==> src/rtl/core/mitd_pkg.sv <==
// Shared types, constants and helpers for the multi-input time debouncer.
package mitd_pkg;

  localparam int TIME_BITS_DEF = 32;
  localparam int NOW_W = 32;
  localparam int CFG_W = 16;
  localparam int POL_W = 5;
  localparam int NUM_CH = 4;

  localparam int CH_PLED = 0;
  localparam int CH_STRIP = 1;
  localparam int CH_PBTN = 2;
  localparam int CH_RBTN = 3;

  localparam int POL_PLED = 0;
  localparam int POL_ACT = 1;
  localparam int POL_STRIP = 2;
  localparam int POL_PBTN = 3;
  localparam int POL_RBTN = 4;

  localparam logic [CFG_W-1:0] DEBOUNCE_RESET = 16'd20;
  localparam logic [CFG_W-1:0] POLL_RESET = 16'd5;
  localparam logic [POL_W-1:0] POLARITY_RESET = 5'h1f;

  typedef enum logic [1:0] {
    CFG_DEBOUNCE_TIME = 2'd0,
    CFG_POLL_INTERVAL = 2'd1,
    CFG_POLARITY_MASK = 2'd2
  } cfg_idx_e;

  typedef enum logic [1:0] {
    ST_LOW  = 2'd0,
    ST_HIGH = 2'd1,
    ST_RISE = 2'd2,
    ST_FALL = 2'd3
  } pin_state_e;

  typedef struct packed {
    logic start;
    logic poll;
  } lane_ctrl_t;

  typedef struct packed {
    pin_state_e power_led;
    pin_state_e activity_led;
    pin_state_e power_button;
    pin_state_e reset_button;
    logic       strip_power;
  } result_t;

  function automatic pin_state_e level_state(input logic lvl);
    return lvl ? ST_HIGH : ST_LOW;
  endfunction

  function automatic pin_state_e edge_state(input logic lvl);
    return lvl ? ST_RISE : ST_FALL;
  endfunction

endpackage

==> src/rtl/core/multi_input_time_debouncer.sv <==
// Top level: config registers, poll timer, activity edge, four debounce lanes.
//
//  channel | handshake              | payload
//  --------+------------------------+----------------------------------------------
//  in      | in_valid_i/in_stall_o  | opcode_i, now_ms_i, raw_*_i
//  out     | out_valid_o/out_stall_i| *_state_o, strip_power_present_o
//  cfg     | cfg_valid_i/cfg_ready_o| cfg_index_i, cfg_data_i
//
// One beat per cycle while in_stall_o is low; each result is registered in the output buffer.
// All four lanes and the activity/poll logic update in the accept cycle.
// Reset loads default config and clears all channel state; no clearing pass.
// A two-entry result buffer absorbs output stalls; input stalls only when both fill.
module multi_input_time_debouncer import mitd_pkg::*; #(
  parameter int TIME_BITS = TIME_BITS_DEF
) (
  input  logic             clk_i,
  input  logic             rst_ni,
  input  logic             in_valid_i,
  output logic             in_stall_o,
  input  logic             opcode_i,
  input  logic [NOW_W-1:0] now_ms_i,
  input  logic             raw_power_led_i,
  input  logic             raw_activity_led_i,
  input  logic             raw_strip_power_i,
  input  logic             raw_power_button_i,
  input  logic             raw_reset_button_i,
  output logic             out_valid_o,
  input  logic             out_stall_i,
  output logic [1:0]       power_led_state_o,
  output logic [1:0]       activity_led_state_o,
  output logic [1:0]       power_button_state_o,
  output logic [1:0]       reset_button_state_o,
  output logic             strip_power_present_o,
  input  logic             cfg_valid_i,
  output logic             cfg_ready_o,
  input  logic [1:0]       cfg_index_i,
  input  logic [CFG_W-1:0] cfg_data_i
);

  logic [CFG_W-1:0]     debounce_q;
  logic [CFG_W-1:0]     poll_q;
  logic [POL_W-1:0]     pol_q;
  logic                 act_q;
  logic [TIME_BITS-1:0] last_poll_q, last_poll_d;
  logic [TIME_BITS-1:0] now_t;
  logic                 in_acc;
  logic                 poll_due;
  logic                 act_lvl;
  logic [NUM_CH-1:0]    lvl;
  logic [NUM_CH-1:0]    stable;
  pin_state_e           lane_state [NUM_CH];
  lane_ctrl_t           ctrl;
  pin_state_e           act_state;
  result_t              res;
  result_t              res_out;
  logic                 full;

  assign cfg_ready_o = 1'b1;

  always_ff @(posedge clk_i or negedge rst_ni) begin
    if (!rst_ni) begin
      debounce_q <= DEBOUNCE_RESET;
      poll_q     <= POLL_RESET;
      pol_q      <= POLARITY_RESET;
    end else if (cfg_valid_i && cfg_ready_o) begin
      unique case (cfg_index_i)
        CFG_DEBOUNCE_TIME: debounce_q <= cfg_data_i;
        CFG_POLL_INTERVAL: poll_q <= cfg_data_i;
        CFG_POLARITY_MASK: pol_q <= cfg_data_i[POL_W-1:0];
        default: ;
      endcase
    end
  end

  assign in_stall_o = full;
  assign in_acc     = in_valid_i && !full;
  assign now_t      = TIME_BITS'(now_ms_i);

  assign act_lvl         = raw_activity_led_i ^ ~pol_q[POL_ACT];
  assign lvl[CH_PLED]    = raw_power_led_i ^ ~pol_q[POL_PLED];
  assign lvl[CH_STRIP]   = raw_strip_power_i ^ ~pol_q[POL_STRIP];
  assign lvl[CH_PBTN]    = raw_power_button_i ^ ~pol_q[POL_PBTN];
  assign lvl[CH_RBTN]    = raw_reset_button_i ^ ~pol_q[POL_RBTN];

  assign poll_due   = (now_t - last_poll_q) >= TIME_BITS'(poll_q);
  assign ctrl.start = in_acc && !opcode_i;
  assign ctrl.poll  = in_acc && opcode_i && poll_due;

  always_comb begin
    last_poll_d = last_poll_q;
    if (ctrl.poll) begin
      last_poll_d = now_t;
    end
    if (opcode_i && (act_lvl != act_q)) begin
      act_state = edge_state(act_lvl);
    end else begin
      act_state = level_state(act_lvl);
    end
  end

  always_ff @(posedge clk_i or negedge rst_ni) begin
    if (!rst_ni) begin
      act_q       <= 1'b0;
      last_poll_q <= '0;
    end else begin
      last_poll_q <= last_poll_d;
      if (in_acc) begin
        act_q <= act_lvl;
      end
    end
  end

  for (genvar g = 0; g < NUM_CH; g++) begin : g_lane
    mitd_lane #(
      .TimeBits(TIME_BITS)
    ) u_lane (
      .clk_i          (clk_i),
      .rst_ni         (rst_ni),
      .ctrl_i         (ctrl),
      .level_i        (lvl[g]),
      .now_i          (now_t),
      .debounce_time_i(debounce_q),
      .state_o        (lane_state[g]),
      .stable_o       (stable[g])
    );
  end

  assign res.power_led    = lane_state[CH_PLED];
  assign res.activity_led = act_state;
  assign res.power_button = lane_state[CH_PBTN];
  assign res.reset_button = lane_state[CH_RBTN];
  assign res.strip_power  = stable[CH_STRIP];

  mitd_outbuf u_outbuf (
    .clk_i      (clk_i),
    .rst_ni     (rst_ni),
    .push_i     (in_acc),
    .res_i      (res),
    .full_o     (full),
    .out_valid_o(out_valid_o),
    .out_stall_i(out_stall_i),
    .res_o      (res_out)
  );

  assign power_led_state_o     = res_out.power_led;
  assign activity_led_state_o  = res_out.activity_led;
  assign power_button_state_o  = res_out.power_button;
  assign reset_button_state_o  = res_out.reset_button;
  assign strip_power_present_o = res_out.strip_power;

endmodule

==> src/rtl/core/mitd_lane.sv <==
// One debounced channel: stable level, candidate level and change time.
module mitd_lane import mitd_pkg::*; #(
  parameter int TimeBits = TIME_BITS_DEF
) (
  input  logic                clk_i,
  input  logic                rst_ni,
  input  lane_ctrl_t          ctrl_i,
  input  logic                level_i,
  input  logic [TimeBits-1:0] now_i,
  input  logic [CFG_W-1:0]    debounce_time_i,
  output pin_state_e          state_o,
  output logic                stable_o
);

  logic                stable_q, stable_d;
  logic                cand_q, cand_d;
  logic [TimeBits-1:0] chg_q, chg_d;
  logic [TimeBits-1:0] elapsed;

  always_comb begin
    stable_d = stable_q;
    cand_d   = cand_q;
    chg_d    = chg_q;
    elapsed  = '0;
    state_o  = level_state(stable_q);
    if (ctrl_i.start) begin
      stable_d = level_i;
      cand_d   = level_i;
      chg_d    = now_i;
      state_o  = level_state(level_i);
    end else if (ctrl_i.poll) begin
      cand_d = level_i;
      if (level_i != cand_q) begin
        chg_d   = now_i;
        elapsed = '0;
      end else begin
        elapsed = now_i - chg_q;
      end
      if ((stable_q != level_i) && (elapsed >= TimeBits'(debounce_time_i))) begin
        stable_d = level_i;
        state_o  = edge_state(level_i);
      end
    end
  end

  assign stable_o = stable_d;

  always_ff @(posedge clk_i or negedge rst_ni) begin
    if (!rst_ni) begin
      stable_q <= 1'b0;
      cand_q   <= 1'b0;
      chg_q    <= '0;
    end else begin
      stable_q <= stable_d;
      cand_q   <= cand_d;
      chg_q    <= chg_d;
    end
  end

endmodule

==> src/rtl/core/mitd_outbuf.sv <==
// Result register with skid entry that holds the merged lane results as one beat.
module mitd_outbuf import mitd_pkg::*; (
  input  logic    clk_i,
  input  logic    rst_ni,
  input  logic    push_i,
  input  result_t res_i,
  output logic    full_o,
  output logic    out_valid_o,
  input  logic    out_stall_i,
  output result_t res_o
);

  result_t main_q, main_d;
  result_t skid_q, skid_d;
  logic    main_vld_q, main_vld_d;
  logic    skid_vld_q, skid_vld_d;
  logic    take;

  assign take = main_vld_q && !out_stall_i;

  always_comb begin
    main_d     = main_q;
    skid_d     = skid_q;
    main_vld_d = main_vld_q;
    skid_vld_d = skid_vld_q;
    if (take) begin
      if (skid_vld_q) begin
        main_d     = skid_q;
        skid_vld_d = 1'b0;
      end else begin
        main_vld_d = 1'b0;
      end
    end
    if (push_i) begin
      if (!main_vld_d) begin
        main_d     = res_i;
        main_vld_d = 1'b1;
      end else begin
        skid_d     = res_i;
        skid_vld_d = 1'b1;
      end
    end
  end

  always_ff @(posedge clk_i or negedge rst_ni) begin
    if (!rst_ni) begin
      main_vld_q <= 1'b0;
      skid_vld_q <= 1'b0;
    end else begin
      main_vld_q <= main_vld_d;
      skid_vld_q <= skid_vld_d;
    end
  end

  always_ff @(posedge clk_i) begin
    main_q <= main_d;
    skid_q <= skid_d;
  end

  assign full_o      = skid_vld_q;
  assign out_valid_o = main_vld_q;
  assign res_o       = main_q;

endmodule
==> config.mk <==
export PLATFORM = sky130hd
export DESIGN_NAME = multi_input_time_debouncer
export DESIGN_NICKNAME = d
export VERILOG_FILES = /design/src/rtl/core/mitd_pkg.sv /design/src/rtl/core/multi_input_time_debouncer.sv /design/src/rtl/core/mitd_lane.sv /design/src/rtl/core/mitd_outbuf.sv
export SDC_FILE = /design/constraint.sdc
export NUM_CORES = 1
export LEC_CHECK = 0
export BUFFER_PORTS_ARGS = -buffer_cell sky130_fd_sc_hd__buf_2
export CAP_MARGIN = 20
export CELL_PAD_IN_SITES_DETAIL_PLACEMENT = 2
export CELL_PAD_IN_SITES_GLOBAL_PLACEMENT = 2
export CORE_UTILIZATION = 43
export CTS_CLUSTER_DIAMETER = 50
export CTS_CLUSTER_SIZE = 10
export DETAILED_ROUTE_END_ITERATION = 12
export PLACE_DENSITY_LB_ADDON = 0.1
export SLEW_MARGIN = 20
export SYNTH_ARGS = -nofsm -noshare
export SYNTH_HDL_FRONTEND = slang
export SYNTH_HIERARCHICAL = 1
export SYNTH_SLANG_ARGS = --single-unit
==> constraint.sdc <==
create_clock -name clk_i -period 9.95 [get_ports clk_i]
set_input_delay 0.995 -clock clk_i [delete_from_list [all_inputs] [get_ports clk_i]]
set_output_delay 0.995 -clock clk_i [all_outputs]
set_load 0.02 [all_outputs]
==> summary.txt, run 1 <==
Clocking
  • Clk slew on worst S/H paths: ~0.060 ns
  • CTS tree: done
  • # hold bufs at CTS: 0
  • H-tree Lvls: 2
  • Clock Sink Count: approximately 230
  • Num CTS Buffers: 38
  • Root Driver: clkbuf_16
  • Setup Buffers After CTS: 0
  • Clock Latency Late Sink: approximately 0.57 ns
  • Resize count post-CTS: 0
  • CTS max path bufs: 3

Route
  • Via count: slightly above 20000
  • Drt pass-1 iters: 5
  • DR vias/cell: 6.19
  • Starting DRT DRC Count: roughly 1100
  • WL/cell: between 20 and 30 um
  • DRC: 0
  • Final ANT Viol Nets: 0
  • DRT Wirelength: 87.2 mm

Placed design
  • Port bufs: just over 70
  • DPL Wire Length: 65.0 mm
  • RePlAce Congestion: ~0.9
  • Pre-CTS setup slack: between 2 and 2.5 ns

Worst setup path
  • Worst-case reg-to-reg path depth: 26
  • CP max stage cell: inv_1
  • Worst EP required: 10.41 ns
  • Top cell by count, worst path: inv_1
  • Critical path fanouts, max: 22
  • CP endpoint kind: flip-flop
  • CP Buf/Inv Count: 4
  • Max stage delay on crit path: 0.45 ns
  • CP Depth: 26
  • Crit Path Class: in -> reg
  • Arrival @ worst endpoint: approximately 7.3 ns
  • Top delay family on crit path: compound AO/OA/AOI/OAI gates
  • Setup crit start kind: input pin

Global routing
  • GRT overflow: 0
  • M2 GR Usage: ~56%
  • Pin count of the biggest net entering global routing: a little under 80
  • Met3 Usage GRT: about 3.6%
  • Number of global-route vias before repair: 22455
  • Gr busiest metal: met2
  • M1 GR Usage: a little over two fifths
  • First-pass GRT wire length: approximately 130 mm
  • Initial antenna violation count: 1
  • GRT Resource Usage Total: 32.7%

Final layout
  • # diodes: 0
  • Share of cells above drive strength 1: roughly 18%
  • Area Growth Syn to Fin: 9.94%
  • Layout Nets: 2921

Job
  • Total of max-cap violations: 0

Timing
  • Setup TNS: 0 ns
  • Tcrit/Tclk final: 68.9%
  • Worst-Margin Slew: 1.20 ns
  • Worst slew margin: about 20%
  • Fin. Hold Viols: 0
  • Max Clk Rate: 146 MHz
  • RSZ-0062 raised after global routing: no
  • Final hold slack: 0.381 ns
  • Layout Skew: ~0.03 ns
  • Setup WS post-layout: between 3 and 4 ns
  • Minimum clock period: approximately 7 ns
  • Final Max Tran Viols: 0
  • Final setup vio count: 0

Logic synthesis
  • Yosys warns: 6
  • Syn Std Cell Area: 22300 sq um
  • Post-Synthesis Cells: approximately 2600
  • Syn avg cell area: ~8.6 sq um
  • Syn Nets: around 2900

Floorplan
  • Die X-Extent: between 200 and 250 um
  • Core area: a little over 50000 sq um
  • I/O Pins: 73
  • Chip Height: between 200 and 250 um
  • Row count: between 80 and 90
  • Starting Density: a little over two fifths
  • Die footprint: around 53000 sq um

Min path
  • Hold WC Path Type: in -> async

Power
  • Leakage power: ~0.011 uW
  • PwrDens: approximately 390 nW/um^2
  • Tot Pwr: approximately 9500 uW
  • Worst VDD drop: between 150 and 200 uV

Status
  • Run status: finished, final reports clean
[area by class of cell]
cell class / instances / area (sq um)
Tap cell: 680 / 851
Inverter: 294 / 1100
Clock inverter: 20 / 277
Timing Repair Buffer: 88 / 573
Clock buffer: 48 / 1010
Sequential cell: 226 / 5670
Multi-Input combinational cell: 1972 / 15000
Fill cell: 5649 / 26800
[stage by stage]
step / instance area, sq um / std cells / utilization [%]
2_1_floorplan: 22300 / 2585 / -
6_report: 24500 / 3328 / 47.8
4_1_cts: 24400 / 3324 / 47.6
3_5_place_dp: 23100 / 3256 / 45.1
3_3_place_gp: 23100 / 3256 / 45.1
5_1_grt: 24500 / 3328 / 47.8
[flip-flops by register name (all words and copies together), names as in the netlist]
register / count
g_lane.u_lane/chg_q: 128
last_poll_q: 32
debounce_q: 16
poll_q: 16
u_outbuf/res_o: 9
u_outbuf/skid_q: 9
pol_q: 5
g_lane.u_lane/cand_q: 4
g_lane.u_lane/stable_q: 4
act_q: 1
u_outbuf/full_o: 1
u_outbuf/out_valid_o: 1
[layer usage]
metal  vias up  wire length (um)  part of all wire (%)
li1       9390                 -                     -
met1     10633             39100                    45
met2       422             41800                    48
met3       149              2960                   3.4
met4         2              3270                   3.8
met5         -                17                 0.020
[cells in the final DEF, fill, tap and decap left out, types with 11 or more instances in the layout]
cell       instances
dfrtp_1          199
mux2i_1           21
o21ai_1           26
or3_1             15
clkbuf_16         38
inv_1            293
xor2_1            43
or2_2             11
nand4_1           47
o21ai_0          124
a21oi_2           13
nand2_1          169
nand3_1           62
a21oi_1          187
ha_1             235
a31oi_1           15
and3_1            17
and2_1            16
o22ai_1           21
nor3_1            33
o21a_1            29
o211ai_1          28
o2111ai_1         13
nor2_1           175
buf_2             70
buf_4             13
a21o_1            54
xnor2_1           49
nor2b_1           29
a211oi_1          26
mux2_2           169
o21bai_1          12
mux2_4            28
nand2b_1          47
nor4_1            14
[where the power goes]
part           internal, uW  switching [uW]  leakage, uW  total, uW
sequential             1350             324      0.00260       1670
clock                   856             517     0.000625       1370
combinational          2550            3920      0.00812       6480
[final timing paths]
| kind | from | to | slack (ns) |
|---|---|---|---|
| max | now_ms_i[4] | u_outbuf/res_o[0]$_DFF_P_ | 3.10 |
| min | rst_ni | debounce_q[11]$_DFFE_PN0P_ | 0.38 |
| max reg2reg | last_poll_q[4]$_DFFE_PN0P_ | u_outbuf/res_o[0]$_DFF_P_ | 3.37 |
| min reg2reg | g_lane[0].u_lane/chg_q[29]$_DFFE_PN0P_ | g_lane[0].u_lane/chg_q[29]$_DFFE_PN0P_ | 0.50 |
| max in group asynchronous | rst_ni | g_lane[3].u_lane/chg_q[24]$_DFFE_PN0P_ | 8.05 |
| min in group clk_i | g_lane[0].u_lane/chg_q[29]$_DFFE_PN0P_ | g_lane[0].u_lane/chg_q[29]$_DFFE_PN0P_ | 0.50 |
(Power assumes the default switching activity.)
==> run 2, diff against run 1 <==
- CORE_UTILIZATION: 43 -> 40
- clock period: 9.95 -> 6.5 ns (I/O delays scaled with it)
==> summary.txt, run 2 (same netlist as run 1, synthesis figures left out) <==
Status
  • Run status: finished, final reports clean

Timing
  • Layout Skew: 0.0219 ns (-0.00850 ns)
  • RSZ-0062 raised after global routing: no
  • Setup TNS: 0 ns (unchanged)
  • Final Max Tran Viols: 0 (unchanged)
  • Tcrit/Tclk final: about 94%
  • Worst-Margin Slew: 0.987 ns (-0.209 ns)
  • Max Clk Rate: 164 MHz
  • Final setup vio count: 0 (unchanged)
  • Minimum clock period: just over 6 ns
  • Worst slew margin: 34.0% (+14 points)
  • Fin. Hold Viols: 0 (unchanged)

Floorplan
  • Starting Density: 40.5% (-3.0 points)
  • I/O Pins: 73 (unchanged)
  • Die X-Extent: 238 um (+3.7%)
  • Chip Height: 238 um (+3.7%)
  • Row count: 86 (+3.6%)
  • Die footprint: 56700 sq um (+7.4%)
  • Core area: 55100 sq um (+7.4%)

Route
  • Final ANT Viol Nets: 0 (unchanged)
  • DR vias/cell: 5.98 (-3.4%)
  • DRC: 0 (unchanged)
  • Met2 WL post-DR: 41.8 mm (-0.15%)
  • Starting DRT DRC Count: 983 (-8.9%)
  • Via count: 20478 (-0.57%)
  • Drt pass-1 iters: 6 (+1)
  • Met1 wire length: 39.2 mm (+0.39%)
  • Max layer used: met4
  • WL/cell: 25.5 um (-2.7%)
  • DRT Wirelength: 87.3 mm (+0.17%)
  • Met3 wire len: 3.04 mm (+2.5%)

Power
  • Psw: 7100 uW (+49%)
  • Tot Pwr: 14400 uW (+51%)
  • P_int: 7290 uW (+53%)
  • Clock power share: 15.1% (+0.7 points)
  • Sw frac: 49.4% (-0.66 points)
  • Flop pwr share: 17.7% (about the same)
  • Gate power share: 67.1% (-0.9 points)
  • Leakage power: 0.0115 uW (+1.0%)
  • PwrDens: 581 nW/um^2 (+49%)
  • Worst VDD drop: 286 uV (+57%)

Clocking
  • Clock Sink Count: 226 (unchanged)
  • Clk slew on worst S/H paths: 0.06 ns (about the same)
  • Num CTS Buffers: 42 (+11%)
  • Resize count post-CTS: 0 (unchanged)
  • Clock Latency Late Sink: 0.56 ns (about the same)
  • # hold bufs at CTS: 0 (unchanged)
  • CTS max path bufs: 3 (unchanged)
  • CTS tree: done
  • Setup Buffers After CTS: 0 (unchanged)
  • Root Driver: clkbuf_16
  • H-tree Lvls: 2 (unchanged)

Worst setup path
  • CP endpoint kind: flip-flop
  • Worst-case reg-to-reg path depth: 26 (unchanged)
  • Top cell by count, worst path: inv_1
  • Setup crit start kind: flip-flop
  • Worst EP required: 6.96 ns (-3.45 ns)
  • Crit Path Class: reg -> reg
  • CP max stage cell: dfrtp_1
  • Critical path fanouts, max: 10 (-55%)
  • Arrival @ worst endpoint: 6.57 ns (-0.74 ns)
  • Max stage delay on crit path: 0.37 ns (-0.08 ns)

Global routing
  • GRT overflow: 0 (unchanged)
  • GRT Resource Usage Total: 30.8% (-1.9 points)
  • First-pass GRT wire length: 135 mm (+0.12%)
  • Initial antenna violation count: 0 (-1)
  • Number of global-route vias before repair: 22382 (-0.33%)
  • Pin count of the biggest net entering global routing: 101 (+31%)

Final layout
  • Largest regs: g_lane.u_lane/chg_q x128, last_poll_q x32
  • Area Growth Syn to Fin: 11.2%
  • Layout Nets: 2948 (+0.92%)
  • Share of cells above drive strength 1: 19.0% (+0.99 points)
  • Max FFs per register: 128 (unchanged)
  • # diodes: 0 (unchanged)
  • Final Non-Filler Cells: 3427 (+3.0%)
  • Multi-input logic area: 15000 sq um (unchanged)
  • Fill cells: 6112 (+8.2%)
  • Reg area: 5670 sq um (unchanged)
  • Commonest non-fill, non-tap cell in the layout: inv_1
  • Most frequent cells in the layout: inv_1 (293), ha_1 (235), dfrtp_1 (199)
  • Top reg by flops: g_lane.u_lane/chg_q

Placed design
  • Placed cell count: 3351 (+2.9%)
  • DPL Wire Length: 66.4 mm (+2.2%)
  • RePlAce Congestion: 0.878 (-1.8%)
  • Port bufs: 71 (unchanged)

Min path
  • Hold WC Path Type: in -> async

Job
  • Total of max-cap violations: 0 (unchanged)
==> run 2: cell count changes in the layout (fill, tap and decap cells not counted) <==
cell / before / now
buf_4: 13 / 39
buf_16: 4 / 0
clkbuf_16: 38 / 43
clkbuf_1: 8 / 7
buf_12: 0 / 1
clkinvlp_4: 1 / 5
clkinv_2: 3 / 4
clkinv_4: 5 / 2
clkbuf_8: 2 / 3
inv_6: 5 / 10
bufinv_16: 5 / 2
clkinv_8: 1 / 0
==> run 2: layout make-up <==
cell class / count / share of cell area [%]
Multi-Input combinational cell: 1972 / 60.7
Clock buffer: 53 / 4.61
Sequential cell: 226 / 22.9
Clock inverter: 23 / 0.899
Tap cell: 748 / 3.78
Timing Repair Buffer: 111 / 2.74
Inverter: 294 / 4.45
==> run 2: final timing paths <==
path                                                         end  slack [ns]                                  start
max                                    u_outbuf/res_o[0]$_DFF_P_        0.39             last_poll_q[4]$_DFFE_PN0P_
max in group asynchronous    g_lane[0].u_lane/stable_q$_DFF_PN0_        4.88                                 rst_ni
min reg2reg                g_lane[0].u_lane/chg_q[0]$_DFFE_PN0P_        0.49  g_lane[0].u_lane/chg_q[0]$_DFFE_PN0P_
min                                   last_poll_q[8]$_DFFE_PN0P_         0.1                                 rst_ni
min in group clk_i                        poll_q[10]$_DFFE_PN0P_        0.38                         cfg_data_i[10]
max reg2reg                            u_outbuf/res_o[0]$_DFF_P_        0.39             last_poll_q[4]$_DFFE_PN0P_
==> run 2: metal layers <==
metal / GRT usage [%] / vias up
met5: 0 / -
met4: 11.5 / 0
met3: 2.94 / 119
met2: 52.8 / 399
met1: 40.1 / 10520
li1: - / 9440
==> run 2: worst max-delay path: cells and delay by family, from the launching register on <==
kind | cells | cell delay [ns]
compound gates | 11 | 2.15
xor+xnor | 1 | 0.15
fa+ha+maj | 2 | 0.68
buf+inv | 4 | 0.76
flops | 1 | 0.37
mux | 1 | 0.33
simple gates | 7 | 1.56
==> run 2: stage by stage <==
stage / worst slack [ns] / area [sq um] / hold WS [ns] / utilization (%)
final: 0.386 / 24800 / 0.0996 / 45.0
after global routing: 0.0760 / 24800 / 0.155 / 45.0
after CTS: 0.463 / 24800 / 0.156 / 45.0
after detailed placement: 0.171 / 23400 / 0.478 / 42.5
after global placement: 0.356 / 23400 / 0.465 / 42.5
after floorplan: 0.729 / 22300 / 0.354 / -
==> run 2: power by group through the flow <==
stage | Clock, uW | Combinational, uW | Sequential [uW]
finish | 2180 | 9660 | 2550
global route | 2280 | 10600 | 2620
global placement | 0 | 8970 | 2500
CTS | 2220 | 9630 | 2550
detailed placement | 0 | 9460 | 2550
floorplan | 0 | 7050 | 2390
==> run 3, diff against run 2 <==
- CORE_UTILIZATION: 40 -> 30
==> summary.txt, run 3 (same netlist as run 1, synthesis figures left out) <==
Floorplan
  • Die X-Extent: 275 um (+15%)
  • I/O Pins: 73 (unchanged)
  • Chip Height: 275 um (+15%)
  • Row count: 99 (+15%)
  • Die footprint: 75400 sq um (+33%)
  • Core area: 73200 sq um (+33%)
  • Starting Density: 30.5% (-10 points)

Route
  • DRC: 10 (+10)
  • WL/cell: 24.4 um (-4.1%)
  • Final ANT Viol Nets: 0 (unchanged)
  • DRT Wirelength: 89.4 mm (+2.4%)
  • Via count: 20142 (-1.6%)
  • Starting DRT DRC Count: 853 (-13%)
  • Drt pass-1 iters: 9 (+3)
  • DR vias/cell: 5.51 (-7.9%)

Global routing
  • Pin count of the biggest net entering global routing: 121 (+20%)
  • First-pass GRT wire length: 137 mm (+1.3%)
  • GRT Resource Usage Total: 23.8% (-7.0 points)
  • GRT overflow: 0 (unchanged)
  • Initial antenna violation count: 1 (+1)
  • Number of global-route vias before repair: 22112 (-1.2%)

Timing
  • Worst-Margin Slew: 0.968 ns (-0.0194 ns)
  • Setup TNS: 0 ns (unchanged)
  • Max Clk Rate: 174 MHz (+6.7%)
  • Fin. Hold Viols: 0 (unchanged)
  • RSZ-0062 raised after global routing: no
  • Layout Skew: 0.0478 ns (+0.0259 ns)
  • Worst slew margin: 35.3% (+1.3 points)
  • Setup WS post-layout: 0.768 ns (+0.382 ns)
  • Final setup vio count: 0 (unchanged)
  • Tcrit/Tclk final: 88.2% (-5.9 points)
  • Minimum clock period: 5.73 ns (-0.382 ns)
  • Final Max Tran Viols: 0 (unchanged)
  • Final hold slack: 0.00434 ns (-0.0953 ns)

Power
  • Leakage power: 0.0117 uW (+2.2%)
  • Worst VDD drop: 204 uV (-28%)
  • Tot Pwr: 14800 uW (+2.8%)
  • PwrDens: 579 nW/um^2 (-0.32%)

Worst setup path
  • CP Depth: 26 (unchanged)
  • Worst EP required: 7.01 ns (+0.05 ns)
  • CP Buf/Inv Count: 4 (unchanged)
  • Max stage delay on crit path: 0.35 ns (-0.02 ns)
  • Setup crit start kind: flip-flop
  • Worst-case reg-to-reg path depth: 26 (unchanged)
  • CP endpoint kind: flip-flop
  • Critical path fanouts, max: 8 (-2)
  • CP max stage cell: dfrtp_1
  • Arrival @ worst endpoint: 6.25 ns (-0.32 ns)
  • Crit Path Class: reg -> reg
  • Top delay family on crit path: compound AO/OA/AOI/OAI gates
  • Top cell by count, worst path: inv_1

Clocking
  • Setup Buffers After CTS: 0 (unchanged)
  • Clk slew on worst S/H paths: 0.05 ns (about the same)
  • Clock Latency Late Sink: 0.62 ns (+0.06 ns)
  • # hold bufs at CTS: 0 (unchanged)
  • Clock Sink Count: 226 (unchanged)
  • Root Driver: clkbuf_16
  • H-tree Lvls: 2 (unchanged)
  • CTS tree: done
  • CTS max path bufs: 3 (unchanged)
  • Resize count post-CTS: 0 (unchanged)
  • Num CTS Buffers: 49 (+17%)

Final layout
  • Commonest non-fill, non-tap cell in the layout: inv_1
  • Multi-input logic area: 15000 sq um (about the same)
  • Area Growth Syn to Fin: 14.7%
  • Top reg by flops: g_lane.u_lane/chg_q
  • Layout Nets: 2960 (+0.41%)
  • Fill cells: 8209 (+34%)
  • Reg area: 5670 sq um (unchanged)
  • Largest regs: g_lane.u_lane/chg_q x128, last_poll_q x32
  • # diodes: 0 (unchanged)
  • Max FFs per register: 128 (unchanged)
  • Most frequent cells in the layout: inv_1 (293), ha_1 (235), dfrtp_1 (199)
  • Final Non-Filler Cells: 3658 (+6.7%)
  • Share of cells above drive strength 1: 19.7% (+0.75 points)

Status
  • Run status: complete, but fails checks
  • Failing checks: design-rule violations

Placed design
  • Port bufs: 71 (unchanged)
  • Placed cell count: 3567 (+6.4%)
  • RePlAce Congestion: 0.842 (-4.1%)
  • Pre-CTS setup slack: 0.382 ns (+0.211 ns)
  • DPL Wire Length: 69.2 mm (+4.1%)

Min path
  • Hold WC Path Type: in -> async

Job
  • Total of max-cap violations: 0 (unchanged)
==> run 3: cell types whose count changed in the layout (fill, tap and decap cells not counted), sizes merged <==
cell	change
buf	+5
bufinv	+6
clkbuf	+4
clkinv	+8
inv	-3
==> run 3: area by class of cell <==
type / instances / share of cell area, %
multi-input cells: 1972 / 58.8
flip-flops and latches: 226 / 22.2
clock buffers: 57 / 5.07
well taps: 959 / 4.69
inverters: 294 / 4.32
repair buffers: 116 / 3.00
clock inverters: 34 / 1.91
==> run 3: power breakdown <==
part           internal (uW)  switching (uW)
Combinational           3870            5660
Clock                   1770             954
Sequential              2070             477
==> run 3: stage by stage <==
stage	utilization, %	area (sq um)
2_1_floorplan	-	22300
4_1_cts	34.9	25600
5_1_grt	34.9	25600
6_report	34.9	25600
3_3_place_gp	32.5	23800
3_5_place_dp	32.5	23800
==> run 3: worst reg2reg max path: stages, from the launching register on <==
cell	delay [ns]
dfrtp_1	0.35
inv_1	0.05
ha_1	0.35
a21o_1	0.20
a31o_2	0.24
or2_2	0.32
and2_1	0.18
o21ai_0	0.17
nand2b_1	0.10
xor2_1	0.16
ha_1	0.30
a21oi_1	0.15
o21ai_0	0.10
a211oi_1	0.26
nor3_1	0.11
nor4_1	0.27
o2111ai_1	0.14
nor4bb_1	0.34
nand4_1	0.27
o211ai_4	0.27
inv_1	0.22
inv_1	0.14
a2bb2oi_1	0.19
o221ai_1	0.15
mux2i_1	0.29
inv_1	0.10
a221oi_2	0.23
==> run 3: worst paths after layout <==
kind,start,endpoint,slack (ns)
hold reg to reg,g_lane[1].u_lane/chg_q[0]$_DFFE_PN0P_,g_lane[1].u_lane/chg_q[0]$_DFFE_PN0P_,0.50
hold / removal,rst_ni,last_poll_q[8]$_DFFE_PN0P_,0.004
max in group asynchronous,rst_ni,g_lane[2].u_lane/chg_q[25]$_DFFE_PN0P_,5.24
min in group clk_i,cfg_data_i[6],poll_q[6]$_DFFE_PN0P_,0.29
setup reg to reg,last_poll_q[4]$_DFFE_PN0P_,u_outbuf/res_o[0]$_DFF_P_,0.77
setup / recovery,last_poll_q[4]$_DFFE_PN0P_,u_outbuf/res_o[0]$_DFF_P_,0.77
==> run 3: layer usage <==
| metal | wire [um] | track usage, % | vias to the layer above | share of wire (%) |
|---|---|---|---|---|
| met5 | 0 | 0 | - | 0 |
| met2 | 43300 | 41.4 | 271 | 48 |
| met3 | 2330 | 2.18 | 89 | 2.6 |
| met4 | 1920 | 5.89 | 0 | 2.1 |
| met1 | 41800 | 31.4 | 10295 | 47 |
| li1 | - | - | 9487 | - |
